$ cat src/md5_pkg.sv
// Package with MD5 constants, types and round helper functions.
package md5_pkg;

  localparam int BlockBytes = 64;
  localparam int IdxW = 6;
  localparam int WordW = 32;
  localparam int PadStart = 56;

  localparam logic [WordW-1:0] InitA = 32'h67452301;
  localparam logic [WordW-1:0] InitB = 32'hefcdab89;
  localparam logic [WordW-1:0] InitC = 32'h98badcfe;
  localparam logic [WordW-1:0] InitD = 32'h10325476;
  localparam logic [7:0] PadByte = 8'h80;

  typedef logic [WordW-1:0] word_t;

  // Round control handed from the sequencer to the round unit.
  typedef struct packed {
    logic       start;
    logic       step;
    logic [5:0] round;
  } rnd_ctl_t;

  function automatic word_t step_const(input logic [5:0] i);
    word_t k;
    case (i)
      6'd0: k = 32'hd76aa478;  6'd1: k = 32'he8c7b756;
      6'd2: k = 32'h242070db;  6'd3: k = 32'hc1bdceee;
      6'd4: k = 32'hf57c0faf;  6'd5: k = 32'h4787c62a;
      6'd6: k = 32'ha8304613;  6'd7: k = 32'hfd469501;
      6'd8: k = 32'h698098d8;  6'd9: k = 32'h8b44f7af;
      6'd10: k = 32'hffff5bb1; 6'd11: k = 32'h895cd7be;
      6'd12: k = 32'h6b901122; 6'd13: k = 32'hfd987193;
      6'd14: k = 32'ha679438e; 6'd15: k = 32'h49b40821;
      6'd16: k = 32'hf61e2562; 6'd17: k = 32'hc040b340;
      6'd18: k = 32'h265e5a51; 6'd19: k = 32'he9b6c7aa;
      6'd20: k = 32'hd62f105d; 6'd21: k = 32'h02441453;
      6'd22: k = 32'hd8a1e681; 6'd23: k = 32'he7d3fbc8;
      6'd24: k = 32'h21e1cde6; 6'd25: k = 32'hc33707d6;
      6'd26: k = 32'hf4d50d87; 6'd27: k = 32'h455a14ed;
      6'd28: k = 32'ha9e3e905; 6'd29: k = 32'hfcefa3f8;
      6'd30: k = 32'h676f02d9; 6'd31: k = 32'h8d2a4c8a;
      6'd32: k = 32'hfffa3942; 6'd33: k = 32'h8771f681;
      6'd34: k = 32'h6d9d6122; 6'd35: k = 32'hfde5380c;
      6'd36: k = 32'ha4beea44; 6'd37: k = 32'h4bdecfa9;
      6'd38: k = 32'hf6bb4b60; 6'd39: k = 32'hbebfbc70;
      6'd40: k = 32'h289b7ec6; 6'd41: k = 32'heaa127fa;
      6'd42: k = 32'hd4ef3085; 6'd43: k = 32'h04881d05;
      6'd44: k = 32'hd9d4d039; 6'd45: k = 32'he6db99e5;
      6'd46: k = 32'h1fa27cf8; 6'd47: k = 32'hc4ac5665;
      6'd48: k = 32'hf4292244; 6'd49: k = 32'h432aff97;
      6'd50: k = 32'hab9423a7; 6'd51: k = 32'hfc93a039;
      6'd52: k = 32'h655b59c3; 6'd53: k = 32'h8f0ccc92;
      6'd54: k = 32'hffeff47d; 6'd55: k = 32'h85845dd1;
      6'd56: k = 32'h6fa87e4f; 6'd57: k = 32'hfe2ce6e0;
      6'd58: k = 32'ha3014314; 6'd59: k = 32'h4e0811a1;
      6'd60: k = 32'hf7537e82; 6'd61: k = 32'hbd3af235;
      6'd62: k = 32'h2ad7d2bb; default: k = 32'heb86d391;
    endcase
    return k;
  endfunction

  function automatic logic [4:0] rot_amount(input logic [5:0] i);
    logic [4:0] r;
    case ({i[5:4], i[1:0]})
      4'h0: r = 5'd7;  4'h1: r = 5'd12; 4'h2: r = 5'd17; 4'h3: r = 5'd22;
      4'h4: r = 5'd5;  4'h5: r = 5'd9;  4'h6: r = 5'd14; 4'h7: r = 5'd20;
      4'h8: r = 5'd4;  4'h9: r = 5'd11; 4'ha: r = 5'd16; 4'hb: r = 5'd23;
      4'hc: r = 5'd6;  4'hd: r = 5'd10; 4'he: r = 5'd15; default: r = 5'd21;
    endcase
    return r;
  endfunction

  // Message word index used by a round.
  function automatic logic [3:0] word_index(input logic [5:0] i);
    logic [3:0] g;
    case (i[5:4])
      2'd0: g = i[3:0];
      2'd1: g = 4'(5 * i[3:0] + 1);
      2'd2: g = 4'(3 * i[3:0] + 5);
      default: g = 4'(7 * i[3:0]);
    endcase
    return g;
  endfunction

endpackage

$ cat src/md5_buf.sv
// Block buffer: 16 x 32-bit word memory with byte writes and a registered read.
module md5_buf (
  input  logic              clk,
  input  logic              wr_en,
  input  logic [5:0]        wr_addr,
  input  logic [7:0]        wr_data,
  input  logic [3:0]        rd_addr,
  output md5_pkg::word_t    rd_data
);
  import md5_pkg::*;

  logic [3:0][7:0] mem [16];

  // Byte lane write and registered word read.
  always_ff @(posedge clk) begin
    if (wr_en) begin
      mem[wr_addr[5:2]][wr_addr[1:0]] <= wr_data;
    end
    rd_data <= mem[rd_addr];
  end
endmodule

$ cat src/md5_round.sv
// Round unit: chaining words and the working registers, one round per cycle.
module md5_round (
  input  logic             clk,
  input  logic             rst,
  input  md5_pkg::rnd_ctl_t ctl,
  input  md5_pkg::word_t   w,
  input  logic             fold,
  input  logic             reinit,
  output logic [127:0]     chain
);
  import md5_pkg::*;

  word_t ha, hb, hc, hd, a, b, c, d;
  word_t f, t, s;

  // Round function for the current round.
  always_comb begin
    case (ctl.round[5:4])
      2'd0: f = (b & c) | (~b & d);
      2'd1: f = (b & d) | (c & ~d);
      2'd2: f = b ^ c ^ d;
      default: f = c ^ (b | ~d);
    endcase
    t = a + f + w + step_const(ctl.round);
    s = (t << rot_amount(ctl.round)) | (t >> (6'd32 - {1'b0, rot_amount(ctl.round)}));
  end

  // Chaining and working registers.
  always_ff @(posedge clk) begin
    if (rst || reinit) begin
      ha <= InitA; hb <= InitB; hc <= InitC; hd <= InitD;
    end else if (fold) begin
      ha <= ha + a; hb <= hb + b; hc <= hc + c; hd <= hd + d;
    end
    if (ctl.start) begin
      a <= ha; b <= hb; c <= hc; d <= hd;
    end else if (ctl.step) begin
      a <= d; d <= c; c <= b; b <= b + s;
    end
  end

  assign chain = {ha, hb, hc, hd};
endmodule

$ cat src/md5_message_digest_unit.sv
// Top level of the byte-serial MD5 digest unit.
// Usage: one byte beat per s_tvalid/s_tready handshake on the slave side.
// s_tdata holds data_byte, s_tuser holds byte_present, s_tlast holds
// end_of_message. A plain byte is written into the buffer and the unit
// stays ready; the 64th byte of a block starts a compression (one round
// per cycle through the block buffer memory read port, plus load and
// fold). At message end the padding bytes are written one per cycle into
// the buffer, followed by one or two compressions. The digest is held in
// an output register on m_tdata until the receiver takes it; a stalled
// receiver only holds the next message at its first end, while plain
// bytes keep flowing. Reset loads the initial chaining values and clears
// the fill count and bit length; the buffer itself is not cleared, as
// every read follows a write.
module md5_message_digest_unit (
  input  logic         clk,
  input  logic         rst,
  input  logic         s_tvalid,
  output logic         s_tready,
  input  logic [7:0]   s_tdata,   // [7:0] data_byte
  input  logic         s_tuser,   // [0] byte_present
  input  logic         s_tlast,   // end_of_message
  output logic         m_tvalid,
  input  logic         m_tready,
  output logic [127:0] m_tdata    // [63:0] digest_first_half, [127:64] digest_second_half
);
  import md5_pkg::*;

  typedef enum logic [4:0] {
    S_IDLE = 5'b00001,
    S_PAD  = 5'b00010,
    S_RUN  = 5'b00100,
    S_FOLD = 5'b01000,
    S_OUT  = 5'b10000
  } state_t;

  state_t state;
  logic [5:0] fill;
  logic [63:0] bits;
  logic [6:0] rcnt;
  logic fin, last_blk, out_pend;
  logic wr_en;
  logic [5:0] wr_addr;
  logic [7:0] wr_data;
  logic [5:0] rd_round;
  word_t w;
  rnd_ctl_t ctl;
  logic [127:0] chain;
  logic acc;

  assign s_tready = (state == S_IDLE) && !(s_tlast && m_tvalid);
  assign acc = s_tvalid && s_tready;
  assign rd_round = (state == S_RUN) ? 6'(rcnt + 7'd1) : 6'd0;

  // Buffer write port: message bytes, pad byte, zeros and length.
  always_comb begin
    wr_en = 1'b0;
    wr_addr = fill;
    wr_data = s_tdata;
    if (acc && s_tuser) begin
      wr_en = 1'b1;
    end else if (state == S_PAD) begin
      wr_en = 1'b1;
      if (fill >= 6'(PadStart) && last_blk) begin
        wr_data = bits[{fill[2:0], 3'b000} +: 8];
      end else if (!out_pend) begin
        wr_data = PadByte;
      end else begin
        wr_data = 8'h00;
      end
    end
  end

  md5_buf u_buf (
    .clk(clk), .wr_en(wr_en), .wr_addr(wr_addr), .wr_data(wr_data),
    .rd_addr(word_index(rd_round)), .rd_data(w)
  );

  assign ctl.start = (state == S_RUN) && rcnt == 7'd127;
  assign ctl.step  = (state == S_RUN) && rcnt != 7'd127;
  assign ctl.round = rcnt[5:0];

  md5_round u_round (
    .clk(clk), .rst(rst), .ctl(ctl), .w(w),
    .fold(state == S_FOLD), .reinit(state == S_OUT), .chain(chain)
  );

  // Sequencer. out_pend marks that the pad byte has been written.
  always_ff @(posedge clk) begin
    if (rst) begin
      state <= S_IDLE; fill <= '0; bits <= '0; rcnt <= '0;
      fin <= 1'b0; last_blk <= 1'b0; out_pend <= 1'b0; m_tvalid <= 1'b0;
    end else begin
      if (m_tvalid && m_tready) m_tvalid <= 1'b0;
      case (state)
        S_IDLE: begin
          if (acc) begin
            fin <= s_tlast;
            if (s_tuser) begin
              fill <= fill + 6'd1;
              bits <= bits + 64'd8;
            end
            if (s_tuser && fill == 6'd63) begin
              state <= S_RUN; rcnt <= 7'd127;
            end else if (s_tlast) begin
              state <= S_PAD; out_pend <= 1'b0;
              last_blk <= ((s_tuser ? fill + 6'd1 : fill) < 6'd56)
                          && !(s_tuser && fill == 6'd63);
            end
          end
        end
        S_PAD: begin
          out_pend <= 1'b1;
          fill <= fill + 6'd1;
          if (fill == 6'd63) begin
            state <= S_RUN; rcnt <= 7'd127;
          end
        end
        S_RUN: begin
          rcnt <= rcnt + 7'd1;
          if (rcnt == 7'd63) state <= S_FOLD;
        end
        S_FOLD: begin
          if (!fin) begin
            state <= S_IDLE;
          end else if (!out_pend) begin
            state <= S_PAD;
            last_blk <= 1'b1;
          end else if (last_blk) begin
            state <= S_OUT;
          end else begin
            state <= S_PAD; last_blk <= 1'b1;
          end
        end
        S_OUT: begin
          state <= S_IDLE; m_tvalid <= 1'b1;
          fill <= '0; bits <= '0; fin <= 1'b0; out_pend <= 1'b0; last_blk <= 1'b0;
        end
        default: state <= S_IDLE;
      endcase
    end
  end

  // Digest register, byte 0 of each half in the top bits.
  always_ff @(posedge clk) begin
    if (state == S_OUT) begin
      m_tdata[63:0]   <= {chain[103:96], chain[111:104], chain[119:112], chain[127:120],
                          chain[71:64], chain[79:72], chain[87:80], chain[95:88]};
      m_tdata[127:64] <= {chain[39:32], chain[47:40], chain[55:48], chain[63:56],
                          chain[7:0], chain[15:8], chain[23:16], chain[31:24]};
    end
  end

  a_ready_idle: assert property (@(posedge clk) disable iff (rst)
    s_tready |-> state == S_IDLE) else $error("ready outside idle");
  a_out_once: assert property (@(posedge clk) disable iff (rst)
    state == S_OUT |=> m_tvalid) else $error("digest not shown");
  a_run_len: assert property (@(posedge clk) disable iff (rst)
    (state == S_RUN && rcnt == 7'd63) |=> state == S_FOLD) else $error("round count");
endmodule

$ cat config.mk
export PLATFORM = sky130hd
export DESIGN_NAME = md5_message_digest_unit
export DESIGN_NICKNAME = d
export VERILOG_FILES = /design/src/md5_pkg.sv /design/src/md5_buf.sv /design/src/md5_round.sv /design/src/md5_message_digest_unit.sv
export SDC_FILE = /design/constraint.sdc
export NUM_CORES = 2
export LEC_CHECK = 0
export ABC_CLOCK_PERIOD_IN_PS = 28600
export BUFFER_PORTS_ARGS = -buffer_cell sky130_fd_sc_hd__buf_2
export CAP_MARGIN = 20
export CELL_PAD_IN_SITES_DETAIL_PLACEMENT = 1
export CELL_PAD_IN_SITES_GLOBAL_PLACEMENT = 2
export CORE_AREA = 4 4 367 369
export DETAILED_ROUTE_END_ITERATION = 12
export DIE_AREA = 0 0 371 373
export PLACE_DENSITY = 0.85
export SLEW_MARGIN = 20
export SYNTH_ARGS = -nofsm -noshare
export SYNTH_HDL_FRONTEND = slang
export SYNTH_SLANG_ARGS = --single-unit
$ cat constraint.sdc
create_clock -name clk -period 28.6 [get_ports clk]
set_clock_uncertainty 0.15 [all_clocks]
set_input_delay 4.29 -clock clk [delete_from_list [all_inputs] [get_ports clk]]
set_output_delay 4.29 -clock clk [all_outputs]
set_load 0.05 [all_outputs]
# == After elaboration in Yosys (flattened, before gate mapping) ==
# Memories as Yosys holds them, arrays and structs flattened. A register that Yosys moved wholly into a read port is not among the register bits.
# Cells that the tools add are included.
# op_classes
add_sub_neg,14
n_mul,3
magnitude_cmp,4
eq_ne,22
shifts,3
muxes,59
bitwise_logic,13
reduce_logical,29
# ops
operator,count
$mux W32,9
$add A32 B32 Y32,8
$and A32 B32 Y32,4
$mux W64,2
$or A32 B32 Y32,4
$pmux W64 S2,1
$pmux W32 S3,1
$xor A32 B32 Y32,3
$add A64 B4 Y64 const B,1
$not A32 Y32,2
$shiftx A64 B7 Y8,1
$mux W5,8
$mux W8,5
$shl A32 B5 Y32,1
$shr A32 B6 Y32,1
$mux W6,5
$mux W7,3
$pmux W7 S3,1
$pmux W5 S4,1
$pmux W6 S3,1
$demux W8 S2,1
$mux W4,4
$mux W1,13
$pmux W4 S3,1
other kinds (37),66
# totals
ff_bits,470
ramBits,512
romBits,2208
in_bits,14
output_inout_bits,130
elab_cells,168
mem_count,4
# mem_list
name,depth,word_bits,rd,rd_ports_with_merged_regs,write_ports,line_no,text
(no name shown),64,32,1,1,0,md5_pkg.sv:26,case (i)
u_buf.mem,16,32,1,1,1,md5_buf.sv:12,logic [3:0][7:0] mem [16];
(no name shown),16,5,1,1,0,md5_pkg.sv:65,"case ({i[5:4], i[1:0]})"
(no name shown),16,5,1,1,0,md5_pkg.sv:65,

# == Longest topological paths before layout ==
# depth
word_depth,12
ltp_mapped,38
ltp_nobuf,36

# == Modules after synthesis ==
# A second synthesis with hierarchy kept.
# hier_totals
cells_unflattened,5427
area_unflattened_um2,58576.2
# by_module_without_submodules
mod,instances,cells_per_inst,area_each_um2,seq_area_each_um2
md5_round,1,3742,29263.1,6406.1
md5_buf,1,910,20116.8,16015.4
md5_message_digest_unit,1,775,9196.3,5505.3

# == Worst setup path before layout ==
# No wires, ideal clock.
# synth_timing
kind,input-to-output
startpoint,input s_tlast
endpoint,output s_tready
t_arrival_ps,5069
required_ps,24160
slack_ps,19091
cell_stages,1
path_buffers,0
path_cell_list,a21oi_1
# synth_via
elab_chain_len,3
# synth_lines
element,line_no,text
start: declaration,md5_message_digest_unit.sv:21,"input logic s_tlast,"
$logic_and A1 B1 Y1,md5_message_digest_unit.sv:50,assign s_tready = (state == S_IDLE) && !(s_tlast && m_tvalid);
$logic_not A1 Y1,md5_message_digest_unit.sv:50,
$logic_and A1 B1 Y1,md5_message_digest_unit.sv:50,
end: declaration,md5_message_digest_unit.sv:18,"output logic s_tready,"
# No other way between the ends.

# == Final worst setup path ==
# layout_timing
startpoint,register rcnt[4]
endpoint,register u_round.b[31] (data pin)
# layout_via
elab_chain_len,10
elab_cells_between_ends,15
classes_between,add/sub: 4; eq/ne: 3; shift: 2; mux: 3; bitwise: 1; reduce/logical: 2
# layout_lines
element,line_no,text
start: declaration,md5_message_digest_unit.sv:39,logic [6:0] rcnt;
start signal: assignment,md5_message_digest_unit.sv:119,rcnt <= rcnt + 7'd1;
$eq A2 B2 Y1 (tied with other cells),md5_round.sv:18,case (ctl.round[5:4])
$pmux W32 S3,md5_round.sv:18,
$add A32 B32 Y32 (3 in a row),md5_round.sv:24,t = a + f + w + step_const(ctl.round);
$shr A32 B6 Y32 or $shl A32 B5 Y32 (tied branches),md5_round.sv:25,"s = (t << rot_amount(ctl.round)) | (t >> (6'd32 - {1'b0, rot_amount(ctl.round)}));"
$or A32 B32 Y32,md5_round.sv:25,
$add A32 B32 Y32,md5_round.sv:38,a <= d; d <= c; c <= b; b <= b + s;
$mux W32,md5_round.sv:37,end else if (ctl.step) begin
$mux W32 (*),md5_round.sv:35,if (ctl.start) begin
end signal: assignment,md5_round.sv:36,a <= ha; b <= hb; c <= hc; d <= hd;
end signal: assignment,md5_round.sv:38,
end: declaration,md5_round.sv:13,"word_t ha, hb, hc, hd, a, b, c, d;"
# Mark *: on every way between the ends. The rest lies on a longest branch, timed or not. The select of a mux whose other input is x is not followed.
# A chain may end at the register's enable or synchronous reset.

==> impl_metrics.tcl <==
set metrics [dict create \
    fin_crit_sh_pct 39.14 \
    core_um2 131100 \
    grt_pass1_vias 48192 \
    first_iter_violations 3572 \
    portBuffers 143 \
    ys_types 92 \
    drt_pre_antenna_iters 5 \
    ioPinCount 144 \
    cap_violations 0 \
    min_path_cells 0 \
    routabilityCongestion 0.9678 \
    crit_slowest_cell "buf_4" \
    final_common_cell "nand2_1" \
    vias 47453 \
    htreeDepth 3 \
    whs_endpoint "m_tdata[19]$_DFFE_PP_" \
    post-dp-hpwl_um 144200 \
    cts_tree "yes" \
    rrSetupSlack_ps 17410 \
    synth_nets 6228 \
    area_growth_pct 11.04 \
    rsz0062_at_grt "false" \
    dp_slack_ps 17570 \
    cts_setup_buffers 0 \
    synthesis.area_um2 58690 \
    grt_pass1_wl_um 304900 \
    synthCells 5930 \
    cts-buffers-inserted 114 \
    rows 133 \
    ant_nets 0 \
    r2r-start "rcnt[4]$_SDFFE_PP0P_" \
    via_per_inst 6.099 \
    rr_worst_depth 35 \
    insertion_delay_ps 790 \
    die-width_um 371 \
    async_reset_ff_share_pct 0 \
    crit_arrival_ps 11610 \
    cellLeakagePower_uw 0.02483 \
    cts-root-buf "clkbuf_16" \
    post-route-util_pct 49.70 \
    setup_viol 0 \
    slew_headroom_pct 25.64 \
    max-vdd-ir-drop_uv 56.80 \
    crit_type "reg -> reg" \
    p_per_area_nw_per_um2 65.98 \
    fmax_ghz 0.08933 \
    tightestPinTransition_ps 1109 \
    drc 0 \
    grt_util_met3_pct 3.607 \
    layout_common_cells "nand2_1, edfxtp_1, a21oi_1" \
    routed_wl_um 203600 \
    clock_path_buffers 3 \
    dieArea_um2 138400 \
    met2_usage_pct 48.79 \
    grt-ovfl-total 0 \
    drive_gt1_share_pct 8.783 \
    grt.met1_usage_pct 36.70 \
    power_uw 4301 \
    min_period_ps 11190 \
    synth_top_cell_by_area "edfxtp_1" \
    grt_busiest_layer "met2" \
    cts-resized-gates 0 \
    regToRegEndpoint "u_round.b[31]$_DFFE_PP_" \
    slew_violations 0 \
    initial_core_util_pct 44.76 \
    path_clk_slew_ps 60 \
    hold_class "reg -> reg" \
    min_from "u_round.hb[11]$_SDFFE_PP1P_" \
    ctsHoldBuffers 0 \
    synth_edf_count 768 \
    cp-start-kind "register" \
    clkSinkCount 1048 \
    hold_viol_final 0 \
    cp-end-kind "register" \
    holdWs_ps 324.5 \
    synth.area.top_cells "edfxtp_1, dfxtp_1, nand2_1" \
    ys_ff_latch 1048 \
    grt_start_max_net_pins 101 \
    antenna_found_initial 20 \
    nets 6219 \
    timing.setup.tns_ps 0 \
    slowest_delay_ps 810 \
    synth_top_area_share_pct 39.29 \
    avgSynthCellArea_um2 9.898 \
    ys_seq_area_share_pct 48.84 \
    die_y_um 373 \
    synth_ff_type "edfxtp_1" \
    fin_ws_ps 17410 \
    ys_warn_count 0 \
    routedWlPerCell_um 26.16 \
    status "finished, final reports clean" \
    cp_data_required_time_ps 29020 \
    cp_max_fo 74 \
    grt_usage_pct 28.77 \
]
## metal layers
metal  up-vias  part of all wire [%]
met3       380                   5.2
met1     23999                    41
met2      1379                    49
met4         4                   5.1
li1      21691                     -
met5         -                 0.013
## final cells by class
class | count | area (um2)
diodes | 3 | 7.507
multi-input cells | 4273 | 27970
clock buffers | 138 | 3055
inverters | 259 | 982.2
well taps | 1755 | 2196
fillers | 14430 | 65960
clock inverters | 80 | 938.4
flip-flops and latches | 1048 | 28680
repair buffers | 225 | 1351
## Yosys cell counts (all sizes together), types with 10 or more instances
cell type / instances
inv: 255
o311ai: 15
xor2: 158
fa: 69
buf: 47
a31oi: 139
nor2: 397
ha: 215
o211ai: 81
a221oi: 19
o21bai: 32
nand2: 927
nor2b: 30
o21ai: 285
and2: 157
nand4: 33
o21a: 43
maj3: 31
nand3: 132
a21o: 84
a21oi: 438
o31ai: 16
o221ai: 44
o22a: 32
xnor2: 109
mux2: 19
nor3: 72
mux4: 33
mux2i: 66
a211o: 15
clkbuf: 303
a311oi: 72
dfxtp: 280
or3: 32
a221o: 11
a211oi: 218
or2: 10
edfxtp: 768
nand2b: 44
and3: 33
o22ai: 27
## worst max-delay path, delay by kind of cell (launching register included)
family / cells / cell delay [ps]
compound gates: 20 / 5040
xor+xnor: 1 / 340
fa+ha+maj: 5 / 2090
buf+inv: 3 / 1140
flops: 1 / 580
mux: 1 / 310
simple gates: 5 / 1250
## metrics by stage
stage / area [um2] / instances
final: 65180 / 7781
after global routing: 65170 / 7779
after CTS: 65170 / 7778
after detailed placement: 61170 / 7560
after global placement: 61150 / 7559
after floorplan: 58690 / 5930
## report_power, final
group	leakage [uW]	internal (uW)	switching [uW]	total [uW]
Sequential	0.00953	1680	13.1	1700
Combinational	0.0134	386	647	1030
Clock	0.00192	910	661	1570
## sequential cells by signal, indices dropped and copies added, names as in the netlist, named ones only
signal / flops
bits: 61
fill: 6
fin: 1
last_blk: 1
m_tdata: 128
m_tvalid: 1
out_pend: 1
rcnt: 7
state: 5
u_buf.mem: 512
u_buf.rd_data: 32
u_round.a: 32
u_round.b: 32
u_round.c: 32
u_round.d: 32
u_round.ha: 32
u_round.hb: 32
u_round.hc: 32
u_round.hd: 32
## how the worst max path moves through the flow
stage / from / endpoint / cells after the start
finish: rcnt[4]$_SDFFE_PP0P_ / u_round.b[31]$_DFFE_PP_ / 35
global route: rcnt[4]$_SDFFE_PP0P_ / u_round.b[31]$_DFFE_PP_ / 35
floorplan: s_tlast / s_tready / 1
detailed placement: rcnt[4]$_SDFFE_PP0P_ / u_round.b[31]$_DFFE_PP_ / 35
global placement: rcnt[4]$_SDFFE_PP0P_ / u_round.b[31]$_DFFE_PP_ / 35
CTS: rcnt[4]$_SDFFE_PP0P_ / u_round.b[31]$_DFFE_PP_ / 35
## cell families after synthesis
| logic type | synth area share [%] |
|---|---|
| AND/OR/NAND/NOR | 14.40 |
| AO/OA/AOI/OAI | 18.56 |
| flip-flops | 48.84 |
| buffers and inverters | 3.925 |
| adder cells (fa/ha/maj) | 7.466 |
| XOR/XNOR | 4.025 |
| multiplexers | 2.784 |
Power figures use the tool's default switching activity.
